File: config.mk
export PLATFORM = sky130hd
export DESIGN_NAME = fraction_add_reduce
export DESIGN_NICKNAME = d
export VERILOG_FILES = /design/src/rtl/far_pkg.sv /design/src/rtl/far_ctrl.sv /design/src/rtl/far_dp.sv /design/src/rtl/fraction_add_reduce.sv
export SDC_FILE = /design/constraint.sdc
export NUM_CORES = 2
export LEC_CHECK = 0
export ABC_AREA = 1
export BUFFER_PORTS_ARGS = -buffer_cell sky130_fd_sc_hd__buf_4
export CAP_MARGIN = 15
export CORE_MARGIN = 5
export CORE_UTILIZATION = 40
export CTS_CLUSTER_DIAMETER = 80
export DETAILED_ROUTE_END_ITERATION = 8
export PLACE_DENSITY = 0.55
export SLEW_MARGIN = 40
export SYNTH_ARGS = -nofsm -noshare
export SYNTH_HDL_FRONTEND = slang
export SYNTH_SLANG_ARGS = --single-unit
File: constraint.sdc
create_clock -name clk -period 9.8 [get_ports clk]
set_clock_uncertainty 0.1 [all_clocks]
set_input_delay 0 -clock clk [delete_from_list [all_inputs] [get_ports clk]]
set_output_delay 0 -clock clk [all_outputs]
set_load 0.02 [all_outputs]
File: src/rtl/far_pkg.sv
`default_nettype none
// ----------------------------------------------------------------------------
// far_pkg
// shared types for the fraction add and reduce block: controller states,
// datapath commands and datapath status
// ----------------------------------------------------------------------------
package far_pkg;

    localparam int NUM_OUT_W = 33;
    localparam int DEN_OUT_W = 32;

    typedef enum logic [3:0] {
        S_IDLE,
        S_MUL1,
        S_MUL2,
        S_MUL3,
        S_SUM,
        S_GCD_INIT,
        S_GCD,
        S_DIVN_INIT,
        S_DIVN,
        S_DIVD_INIT,
        S_DIVD,
        S_DONE
    } state_t;

    typedef enum logic [3:0] {
        OP_NONE,
        OP_LOAD,
        OP_MUL1,
        OP_MUL2,
        OP_MUL3,
        OP_SUM,
        OP_GCD_INIT,
        OP_GCD_STEP,
        OP_DIVN_INIT,
        OP_DIVD_INIT,
        OP_DIV_STEP,
        OP_OUT
    } op_t;

    typedef struct packed {
        logic zero_any;
        logic gcd_done;
        logic div_last;
    } status_t;

endpackage
`default_nettype wire

File: src/rtl/far_ctrl.sv
`default_nettype none
// ----------------------------------------------------------------------------
// far_ctrl
// sequencer: steps the datapath through multiply, sum, gcd and two
// divisions, and owns the input ready and output valid handshake
// ----------------------------------------------------------------------------
module far_ctrl (
    input  wire logic             clk,
    input  wire logic             rst_n,
    input  wire logic             in_valid,
    output logic                  in_ready,
    output logic                  out_valid,
    input  wire logic             out_ready,
    input  wire far_pkg::status_t status,
    output far_pkg::op_t          op
);
    import far_pkg::*;

    state_t state_reg;
    state_t state_next;
    logic   out_valid_reg;
    logic   out_valid_next;

    always_ff @(posedge clk or negedge rst_n)
    begin
        if (!rst_n)
        begin
            state_reg     <= S_IDLE;
            out_valid_reg <= 1'b0;
        end
        else
        begin
            state_reg     <= state_next;
            out_valid_reg <= out_valid_next;
        end
    end

    // next state
    always_comb
    begin
        state_next = state_reg;
        case (state_reg)
            S_IDLE:
            begin
                if (in_valid)
                    state_next = S_MUL1;
            end
            S_MUL1:      state_next = S_MUL2;
            S_MUL2:      state_next = S_MUL3;
            S_MUL3:      state_next = S_SUM;
            S_SUM:       state_next = S_GCD_INIT;
            S_GCD_INIT:
            begin
                if (status.zero_any)
                    state_next = S_DONE;
                else
                    state_next = S_GCD;
            end
            S_GCD:
            begin
                if (status.gcd_done)
                    state_next = S_DIVN_INIT;
            end
            S_DIVN_INIT: state_next = S_DIVN;
            S_DIVN:
            begin
                if (status.div_last)
                    state_next = S_DIVD_INIT;
            end
            S_DIVD_INIT: state_next = S_DIVD;
            S_DIVD:
            begin
                if (status.div_last)
                    state_next = S_DONE;
            end
            S_DONE:
            begin
                if (!out_valid_reg || out_ready)
                    state_next = S_IDLE;
            end
            default:     state_next = S_IDLE;
        endcase
    end

    // commands
    always_comb
    begin
        op = OP_NONE;
        case (state_reg)
            S_IDLE:
            begin
                if (in_valid)
                    op = OP_LOAD;
            end
            S_MUL1:      op = OP_MUL1;
            S_MUL2:      op = OP_MUL2;
            S_MUL3:      op = OP_MUL3;
            S_SUM:       op = OP_SUM;
            S_GCD_INIT:  op = OP_GCD_INIT;
            S_GCD:
            begin
                if (!status.gcd_done)
                    op = OP_GCD_STEP;
            end
            S_DIVN_INIT: op = OP_DIVN_INIT;
            S_DIVN:      op = OP_DIV_STEP;
            S_DIVD_INIT: op = OP_DIVD_INIT;
            S_DIVD:      op = OP_DIV_STEP;
            S_DONE:
            begin
                if (!out_valid_reg || out_ready)
                    op = OP_OUT;
            end
            default:     op = OP_NONE;
        endcase
    end

    // output beat holds until taken; a new result may replace it on the same edge
    always_comb
    begin
        out_valid_next = out_valid_reg;
        if (op == OP_OUT)
            out_valid_next = 1'b1;
        else if (out_ready)
            out_valid_next = 1'b0;
    end

    assign in_ready  = (state_reg == S_IDLE);
    assign out_valid = out_valid_reg;

endmodule
`default_nettype wire

File: src/rtl/far_dp.sv
`default_nettype none
// ----------------------------------------------------------------------------
// far_dp
// datapath: shared multiplier, sign-magnitude sum, binary gcd step unit,
// restoring divider and the output registers
// ----------------------------------------------------------------------------
module far_dp #(
    parameter int DATA_WIDTH = 16
) (
    input  wire logic                           clk,
    input  wire far_pkg::op_t                   op,
    input  wire logic signed [DATA_WIDTH-1:0]   num_a,
    input  wire logic signed [DATA_WIDTH-1:0]   den_a,
    input  wire logic signed [DATA_WIDTH-1:0]   num_b,
    input  wire logic signed [DATA_WIDTH-1:0]   den_b,
    output far_pkg::status_t                    status,
    output logic signed [far_pkg::NUM_OUT_W-1:0] sum_num,
    output logic signed [far_pkg::DEN_OUT_W-1:0] sum_den,
    output logic                                zero_gcd_error
);
    import far_pkg::*;

    localparam int W  = DATA_WIDTH;
    localparam int QW = 2 * DATA_WIDTH;
    localparam int CW = $clog2(QW);
    localparam int XW = QW + NUM_OUT_W;

    // operand sign and magnitude
    logic         sna_reg, sda_reg, snb_reg, sdb_reg;
    logic [W-1:0] mna_reg, mda_reg, mnb_reg, mdb_reg;
    logic [W-1:0] mna_next, mda_next, mnb_next, mdb_next;

    logic [QW-1:0] m1_reg, m2_reg, dm_reg, nm_reg;
    logic          ns_reg, ds_reg;
    logic [QW-1:0] a_reg, b_reg, xn_reg, xd_reg;
    logic [QW-1:0] rem_reg, dvd_reg, dvs_reg;
    logic [CW-1:0] cnt_reg;
    logic          sel_reg;
    logic [QW-1:0] qn_reg, qd_reg;
    logic          err_reg;
    logic [NUM_OUT_W-1:0] sum_num_reg;
    logic [DEN_OUT_W-1:0] sum_den_reg;
    logic          zero_gcd_error_reg;

    logic [W-1:0]  mul_x, mul_y;
    logic [QW-1:0] prod;
    logic [QW:0]   m_diff;
    logic [QW:0]   m_sum;
    logic [QW-1:0] m_rdiff;
    logic [QW-1:0] nm_next;
    logic          ns_next;

    logic          a_odd, b_odd;
    logic [QW:0]   amb;
    logic [QW-1:0] bma;

    logic [QW:0]   shifted;
    logic [QW:0]   trial;
    logic          fits;
    logic [QW-1:0] rem_next;
    logic [QW-1:0] dvd_next;

    logic [XW-1:0] num_ext, den_ext, num_sgn, den_sgn;

    always_comb
    begin
        mna_next = num_a[W-1] ? (~$unsigned(num_a) + 1'b1) : $unsigned(num_a);
        mda_next = den_a[W-1] ? (~$unsigned(den_a) + 1'b1) : $unsigned(den_a);
        mnb_next = num_b[W-1] ? (~$unsigned(num_b) + 1'b1) : $unsigned(num_b);
        mdb_next = den_b[W-1] ? (~$unsigned(den_b) + 1'b1) : $unsigned(den_b);
    end

    // one multiplier shared by the three products
    always_comb
    begin
        mul_x = mda_reg;
        mul_y = mdb_reg;
        case (op)
            OP_MUL1:
            begin
                mul_x = mna_reg;
                mul_y = mdb_reg;
            end
            OP_MUL2:
            begin
                mul_x = mnb_reg;
                mul_y = mda_reg;
            end
            default:
            begin
                mul_x = mda_reg;
                mul_y = mdb_reg;
            end
        endcase
        prod = QW'(mul_x) * QW'(mul_y);
    end

    // signed sum of the two cross products
    always_comb
    begin
        logic s1, s2;
        s1      = sna_reg ^ sdb_reg;
        s2      = snb_reg ^ sda_reg;
        m_sum   = {1'b0, m1_reg} + {1'b0, m2_reg};
        m_diff  = {1'b0, m1_reg} - {1'b0, m2_reg};
        m_rdiff = m2_reg - m1_reg;
        if (s1 == s2)
        begin
            nm_next = m_sum[QW-1:0];
            ns_next = s1;
        end
        else if (!m_diff[QW])
        begin
            nm_next = m_diff[QW-1:0];
            ns_next = s1;
        end
        else
        begin
            nm_next = m_rdiff;
            ns_next = s2;
        end
    end

    // gcd step terms
    assign a_odd = a_reg[0];
    assign b_odd = b_reg[0];
    assign amb   = {1'b0, a_reg} - {1'b0, b_reg};
    assign bma   = b_reg - a_reg;

    // restoring divider, one quotient bit per beat of the sequencer
    always_comb
    begin
        shifted  = {rem_reg, dvd_reg[QW-1]};
        trial    = shifted - {1'b0, dvs_reg};
        fits     = !trial[QW];
        rem_next = fits ? trial[QW-1:0] : shifted[QW-1:0];
        dvd_next = {dvd_reg[QW-2:0], fits};
    end

    always_ff @(posedge clk)
    begin
        case (op)
            OP_LOAD:
            begin
                sna_reg <= num_a[W-1];
                sda_reg <= den_a[W-1];
                snb_reg <= num_b[W-1];
                sdb_reg <= den_b[W-1];
                mna_reg <= mna_next;
                mda_reg <= mda_next;
                mnb_reg <= mnb_next;
                mdb_reg <= mdb_next;
            end
            OP_MUL1: m1_reg <= prod;
            OP_MUL2: m2_reg <= prod;
            OP_MUL3: dm_reg <= prod;
            OP_SUM:
            begin
                nm_reg <= nm_next;
                ns_reg <= ns_next;
                ds_reg <= sda_reg ^ sdb_reg;
            end
            OP_GCD_INIT:
            begin
                // a zero operand reduces the other one to unit magnitude
                qn_reg  <= QW'(|nm_reg);
                qd_reg  <= QW'(|dm_reg);
                err_reg <= ~(|nm_reg) & ~(|dm_reg);
                a_reg   <= nm_reg;
                b_reg   <= dm_reg;
                xn_reg  <= nm_reg;
                xd_reg  <= dm_reg;
            end
            OP_GCD_STEP:
            begin
                if (!a_odd && !b_odd)
                begin
                    // common factors of two come off the dividends too
                    a_reg  <= a_reg >> 1;
                    b_reg  <= b_reg >> 1;
                    xn_reg <= xn_reg >> 1;
                    xd_reg <= xd_reg >> 1;
                end
                else if (!a_odd)
                    a_reg <= a_reg >> 1;
                else if (!b_odd)
                    b_reg <= b_reg >> 1;
                else if (!amb[QW])
                    a_reg <= amb[QW:1];
                else
                    b_reg <= bma >> 1;
            end
            OP_DIVN_INIT:
            begin
                rem_reg <= '0;
                dvd_reg <= xn_reg;
                dvs_reg <= a_reg;
                cnt_reg <= '0;
                sel_reg <= 1'b0;
            end
            OP_DIVD_INIT:
            begin
                rem_reg <= '0;
                dvd_reg <= xd_reg;
                dvs_reg <= a_reg;
                cnt_reg <= '0;
                sel_reg <= 1'b1;
            end
            OP_DIV_STEP:
            begin
                rem_reg <= rem_next;
                dvd_reg <= dvd_next;
                cnt_reg <= cnt_reg + 1'b1;
                if (status.div_last)
                begin
                    if (sel_reg)
                        qd_reg <= dvd_next;
                    else
                        qn_reg <= dvd_next;
                end
            end
            OP_OUT:
            begin
                sum_num_reg        <= num_sgn[NUM_OUT_W-1:0];
                sum_den_reg        <= den_sgn[DEN_OUT_W-1:0];
                zero_gcd_error_reg <= err_reg;
            end
            default:
            begin
            end
        endcase
    end

    // apply sign and wrap to the output field widths
    always_comb
    begin
        num_ext = {{(XW-QW){1'b0}}, qn_reg};
        den_ext = {{(XW-QW){1'b0}}, qd_reg};
        num_sgn = ns_reg ? (~num_ext + 1'b1) : num_ext;
        den_sgn = ds_reg ? (~den_ext + 1'b1) : den_ext;
    end

    assign status.zero_any = ~(|nm_reg) | ~(|dm_reg);
    assign status.gcd_done = (a_reg == b_reg);
    assign status.div_last = (cnt_reg == CW'(QW - 1));

    assign sum_num        = $signed(sum_num_reg);
    assign sum_den        = $signed(sum_den_reg);
    assign zero_gcd_error = zero_gcd_error_reg;

endmodule
`default_nettype wire

File: src/rtl/fraction_add_reduce.sv
`default_nettype none
// ----------------------------------------------------------------------------
// fraction_add_reduce
// adds two signed fractions and reduces the sum by the gcd of the magnitudes
// of its numerator and denominator; denominator sign is kept as produced
//
//   channel   signals                              beat
//   input     in_valid in_ready                    num_a den_a num_b den_b
//   output    out_valid out_ready                  sum_num sum_den zero_gcd_error
//
// one item at a time: load, three products on one shared multiplier, sum,
// a binary gcd, then two restoring divisions of 2*DATA_WIDTH-bit dividends.
// when the sum's numerator or denominator is zero the gcd and divisions are skipped.
// reset clears only the sequencer and output valid.
// a result waiting on out_ready stalls the sequencer only at its final beat.
// ----------------------------------------------------------------------------
module fraction_add_reduce #(
    parameter int DATA_WIDTH = 16
) (
    input  wire logic                              clk,
    input  wire logic                              rst_n,
    input  wire logic                              in_valid,
    output logic                                   in_ready,
    input  wire logic signed [DATA_WIDTH-1:0]      num_a,
    input  wire logic signed [DATA_WIDTH-1:0]      den_a,
    input  wire logic signed [DATA_WIDTH-1:0]      num_b,
    input  wire logic signed [DATA_WIDTH-1:0]      den_b,
    output logic                                   out_valid,
    input  wire logic                              out_ready,
    output logic signed [far_pkg::NUM_OUT_W-1:0]   sum_num,
    output logic signed [far_pkg::DEN_OUT_W-1:0]   sum_den,
    output logic                                   zero_gcd_error
);
    import far_pkg::*;

    op_t     op;
    status_t status;

    far_ctrl u_ctrl (
        .clk       (clk),
        .rst_n     (rst_n),
        .in_valid  (in_valid),
        .in_ready  (in_ready),
        .out_valid (out_valid),
        .out_ready (out_ready),
        .status    (status),
        .op        (op)
    );

    far_dp #(
        .DATA_WIDTH (DATA_WIDTH)
    ) u_dp (
        .clk            (clk),
        .op             (op),
        .num_a          (num_a),
        .den_a          (den_a),
        .num_b          (num_b),
        .den_b          (den_b),
        .status         (status),
        .sum_num        (sum_num),
        .sum_den        (sum_den),
        .zero_gcd_error (zero_gcd_error)
    );

`ifndef SYNTHESIS
    // error beat carries zeros in both result fields
    a_err_zero: assert property (@(posedge clk) disable iff (!rst_n)
        out_valid && zero_gcd_error |-> (sum_num == '0) && (sum_den == '0))
        else $error("error beat with nonzero result");

    // an accepted item keeps the block busy on the next cycle
    a_busy_after_accept: assert property (@(posedge clk) disable iff (!rst_n)
        in_valid && in_ready |=> !in_ready)
        else $error("input ready right after accept");

    // a new result only appears after work, never straight from idle
    a_result_after_work: assert property (@(posedge clk) disable iff (!rst_n)
        $rose(out_valid) |-> !$past(in_ready))
        else $error("result raised while idle");
`endif

endmodule
`default_nettype wire
# [Word-level counts from Yosys, hierarchy flattened]
# Cells that the tools add are included.
[op_classes] n_addsub=13 multipliers=1 div=0 order_cmp=0 eq_ne=38 n_shift=0 n_mux=50 bitwise_logic=13 reduce_logical=24
[op_table] op="two-way mux 32 bit" n=19
[op_table] op="one-hot mux 32 bit (2 select lines)" n=7
[op_table] op="one-hot mux 32 bit (3 select lines)" n=1
[op_table] op="subtractor 32 x 32 -> 33 bit" n=2
[op_table] op="adder 16 x 1 -> 16 bit, second input constant" n=4
[op_table] op="inverter 16 bit" n=4
[op_table] op="OR reduction 32 bit" n=2
[op_table] op="subtractor 32 bit" n=2
[op_table] op="two-way mux 15 bit" n=4
[op_table] op="one-hot mux 4 bit (12 select lines)" n=1
[op_table] op="one-hot mux 4 bit (11 select lines)" n=1
[op_table] op="adder 33 x 1 -> 33 bit, second input constant" n=1
[op_table] op="inverter 32 -> 33 bit" n=1
[op_table] op="subtractor 33 x 32 -> 33 bit" n=1
[op_table] op="adder 32 x 1 -> 32 bit, second input constant" n=1
[op_table] op="adder 32 bit" n=1
[op_table] op="== test 32 bit" n=1
[op_table] op="== test 4 x 3 -> 1 bit, second input constant" n=8
[op_table] op="== test 4 bit, second input constant" n=8
[op_table] op="multiplier 16 x 16 -> 32 bit" n=1
[op_table] op="inverter 32 bit" n=1
[op_table] op="one-hot mux 16 bit (2 select lines)" n=1
[op_table] op="two-way mux 4 bit" n=7
[op_table] op="== test 4 x 2 -> 1 bit, second input constant" n=4
[op_table] op="other kinds (27)" n=56
[word_totals] register_bits=564 latchBits=0 ramBits=0 mem_bits_ro=0 in_bits=68 elab_cells=177 n_memories=0

# [Longest topological paths before layout]
[depth] word_depth=7 depth_mapped=32 ltp_nobuf=30

# [Cells and area by module]
# A second synthesis with hierarchy kept.
[unflattened] cells_unflattened=6093 area_unflattened_um2=47091.4
[modules_own_cells] module="far_dp" instances=1 cells_per_inst=6023 area_per_inst_um2=46654.7 seq_area_each_um2=16786.1
[modules_own_cells] module="far_ctrl" instances=1 cells_per_inst=70 area_per_inst_um2=436.7 seq_area_each_um2=125.1

# [Least setup slack after synthesis]
# No wires, ideal clock.
[synth_timing] kind="register -> register" from="register u_ctrl.state_reg[3]" to="register u_dp.dm_reg[28], data pin" setup_time_ps=265 arrival_time_ps=6870 t_required_ps=9435 slack_ps=2565 path_stages_with_launch=26 path_buffers=1 path_cell_list="dfrtp_1 nor2_1 inv_2 nor2_4 buf_1 a221o_1 o21ai_4 inv_4 nand2_1 fa_1 fa_1 fa_1 fa_1 inv_1 fa_1 inv_1 fa_1 inv_1 ha_1 nand2_1 nor2_1 inv_1 o21ai_0 nand4_1 o2111ai_1 nand2_1"
[synth_between] elab_chain_cells=6
[synth_lines] item="from (decl)" line_no="far_ctrl.sv:19" text="state_t state_reg;"
[synth_lines] item="from (signal assigned)" line_no="far_ctrl.sv:33" text="state_reg <= state_next;"
[synth_lines] item="== test 4 bit" line_no="far_ctrl.sv:89" text="case (state_reg)"
[synth_lines] item="OR reduction 2 bit (no line)"
[synth_lines] item="one-hot mux 4 bit (11 select lines) *" line_no="far_ctrl.sv:89"
[synth_lines] item="== test 4 x 2 -> 1 bit" line_no="far_dp.sv:78" text="case (op)"
[synth_lines] item="one-hot mux 16 bit (2 select lines) or two-way mux 16 bit (tied branches)" line_no="far_dp.sv:78"
[synth_lines] item="multiplier 16 x 16 -> 32 bit *" line_no="far_dp.sv:95" text="prod = QW'(mul_x) * QW'(mul_y);"
[synth_lines] item="net u_dp.prod[28]" line_no="far_dp.sv:46" text="logic [QW-1:0] prod;"
[synth_lines] item="to (signal assigned)" line_no="far_dp.sv:156" text="OP_MUL3: dm_reg <= prod;"
[synth_lines] item="to (decl)" line_no="far_dp.sv:33" text="logic [QW-1:0] m1_reg, m2_reg, dm_reg, nm_reg;"
# Mark *: on every way through the listed nets, which the timed path passes. The rest lies on a longest branch.
# A chain may end at the register's enable or synchronous reset.

# [Worst setup path after layout]
[layout_timing] from="register u_ctrl.state_reg[0]" to="register u_dp.m2_reg[23], data pin"
[layout_between] elab_chain_cells=6
[layout_lines] item="== test 4 bit" line_no="far_ctrl.sv:89"
[layout_lines] item="OR reduction 2 bit (no line)"
[layout_lines] item="one-hot mux 4 bit (11 select lines) *" line_no="far_ctrl.sv:89"
[layout_lines] item="== test 4 x 2 -> 1 bit" line_no="far_dp.sv:78"
[layout_lines] item="one-hot mux 16 bit (2 select lines) or two-way mux 16 bit (tied branches)" line_no="far_dp.sv:78"
[layout_lines] item="multiplier 16 x 16 -> 32 bit *" line_no="far_dp.sv:95"
[layout_lines] item="net u_dp.prod[23]" line_no="far_dp.sv:46"
[layout_lines] item="to (signal assigned)" line_no="far_dp.sv:155" text="OP_MUL2: m2_reg <= prod;"
[layout_lines] item="to (decl)" line_no="far_dp.sv:33"
# Marked as above.

==> results.md <==
* Status: finished, final reports clean
* Hold buffers post-CTS at 124
* Clk_lat worst skew at 650 ps
* Top FF cell, synth: edfxtp_1
* Die area at 123,000 um2
* Boundary Pins at ~140
* Rel. slew slack at 0.409
* CTS clock-pin slew for the worst setup and hold paths at 60 ps
* Clock Tree Buf Depth at 3
* Setup violators final at 0
* Reg2Reg Depth at 26
* Starting density of the core at 0.401
* Global route overflow at 0
* Port Buffers at about 140
* Worst setup path class: flip-flop to flip-flop
* Total CTS buffers at 68
* CORE AREA at about 120,000 um2
* WL/cell at 19.5 um
* Nets at 6,813
* Final Hold Fails at 0
* Detail Placement HPWL at 124,000 um
* Max Clk Rate at 129 MHz
* Slowest cell delay on critical path at 670 ps
* Ant diodes at 0
* Hold Crit Class: input port to flip-flop
* Synthesized instance count at 6,002
* # resized after CTS at 0
* First-pass DRT Iterations at 6
* DRT antenna net count at 0
* Fillcell total at 11,600
* Ys async rst share at 0.00887
* TNS Setup at 0 ps
* Post-route cell area at 52,800 um2
* Post-Syn Area at 46,500 um2
* GPL Wtd Cong at 0.984
* First-pass GRT wire length at 232,000 um
* DR iter-0 viols at 2,914
* Max FFs per register at 33
* Die H at 351 um
* Max Cap Viol at 0
* Layout cells sized above 1 at 0.0581
* Area added between synthesis and finish at 13.6%
* Via-per-instance ratio at 5.04
* DR vias at about 39,000
* Mean Syn Cell Area at 7.74 um2
* Placed Area at 49,100 um2
* Number of synthesized flops with an enable pin at 559
* Startpoint Class: flip-flop
* Register area share after synthesis at 0.364
* Cell row count at around 130
* Slew Limit Fails at 0
* Data arrival time of the critical path at 8070 ps
* Tcrit/Tclk final at 0.791
* DRC violations left at 0
* Commonest non-fill, non-tap cell in the layout: nand2_1
* Post-synthesis net count at 6,573
* Final core utilization at 0.456
* Die width at 351 um
* Slowest cell on crit path: a21oi_2
* CP Max Fanout at 16
* CTS Sinks at 564
* Post-synth cell types at 55
* Period minus WS final at 7750 ps
* Crit-path most repeated cell: nand2_1
* Initial antenna violation count at 0
* CTS tree: yes
* Critical path capture point type: flip-flop
* Yosys warns at 0
* Post-CTS Setup Bufs at 0
* H-tree levels at 3
* Pre-CTS setup slack at 2200 ps
* RSZ-0062 raised after global routing: false
* Final WL at 153,000 um
* GRT Util Overall at 0.246
* Final worst setup slack at roughly 2000 ps
* Largest net degree at the start of global routing at 69
* Worst slew pin tran at 877 ps
* Hold Path Depth at 2
* Clock root cell: clkbuf_16
* Worst Path Required at ~10,000 ps
* Most frequent cells in the layout: 2,044 x nand2_1, 1,064 x inv_1, 559 x edfxtp_1
* Yosys reg bits at 564
* Vias in the first global route at 39,300
-- critical path: cells and delay by family, from the launching register on --
| kind | cells | cell delay (ps) |
|---|---|---|
| fa+ha+maj | 7 | 2850 |
| compound gates | 3 | 1390 |
| simple gates | 9 | 1600 |
| flops | 1 | 430 |
| buf+inv | 6 | 840 |
| xor+xnor | 1 | 280 |
-- metrics by stage --
| stage | hold slack (ps) | cells |
|---|---|---|
| 2_1_floorplan | -396 | 6002 |
| 3_3_place_gp | -272 | 7567 |
| 3_5_place_dp | -273 | 7570 |
| 4_1_cts | 41.3 | 7817 |
| 5_1_grt | 90.1 | 7819 |
| 6_report | 93.0 | 7819 |
-- kinds of logic (layout without fill, tap and decap cells) --
logic type | Yosys count | in the layout | synth area share
buffers and inverters | 1219 | 1512 | 0.103
AOI/OAI and AO/OA | 506 | 506 | 0.0656
adders and majority gates | 503 | 503 | 0.168
xor gates and xnor gates | 236 | 236 | 0.0445
DFF | 564 | 564 | 0.364
and+or+nand+nor | 2974 | 2974 | 0.255
-- final cells by class --
cell class / count / area (um2) / share of cell area
inverter: 1091 / 4110 / 0.0778
clock inverter: 47 / 674 / 0.0128
multi-input combinational: 4219 / 24800 / 0.470
timing repair buffer: 298 / 2610 / 0.0494
clock buffer: 76 / 1750 / 0.0332
tap: 1524 / 1910 / 0.0361
sequential: 564 / 16900 / 0.320
-- synthesized netlist by cell type, drive strengths merged, types with 47 or more instances --
master     n  share of area
nor2     565          0.047
buf       95          0.012
nor3      48         0.0054
edfxtp   559           0.36
nand4     47         0.0063
a21oi    219          0.024
nand2   2053           0.17
o21ai    167          0.020
fa       200          0.086
inv     1085          0.088
nand3    213          0.023
ha       303          0.082
xor2     179          0.034
xnor2     57          0.011
-- routing by layer --
layer	share of wire	track usage
met4	0.047	0.104
met2	0.47	0.424
met5	0	0
met1	0.42	0.315
met3	0.056	0.0296
-- worst paths after layout --
| kind | to | slack (ps) | start |
|---|---|---|---|
| max | u_dp.m2_reg[23]$_DFFE_PN_ | 2050 | u_ctrl.state_reg[0]$_DFFE_PN0P_ |
| max reg2reg | u_dp.m2_reg[23]$_DFFE_PN_ | 2050 | u_ctrl.state_reg[0]$_DFFE_PN0P_ |
| min | u_dp.sda_reg$_DFFE_PN_ | 90 | den_a[15] |
| min in group asynchronous | u_ctrl.state_reg[1]$_DFFE_PN0P_ | 300 | rst_n |
| min reg2reg | u_dp.sum_num[0]$_DFFE_PP_ | 360 | u_dp.qn_reg[0]$_DFFE_PP_ |
| max in group asynchronous | u_ctrl.state_reg[3]$_DFFE_PN0P_ | 9010 | rst_n |
Power is left out: the tool's default activity adds up to more than one toggle a clock period on the data nets, which glitch-free logic cannot reach.
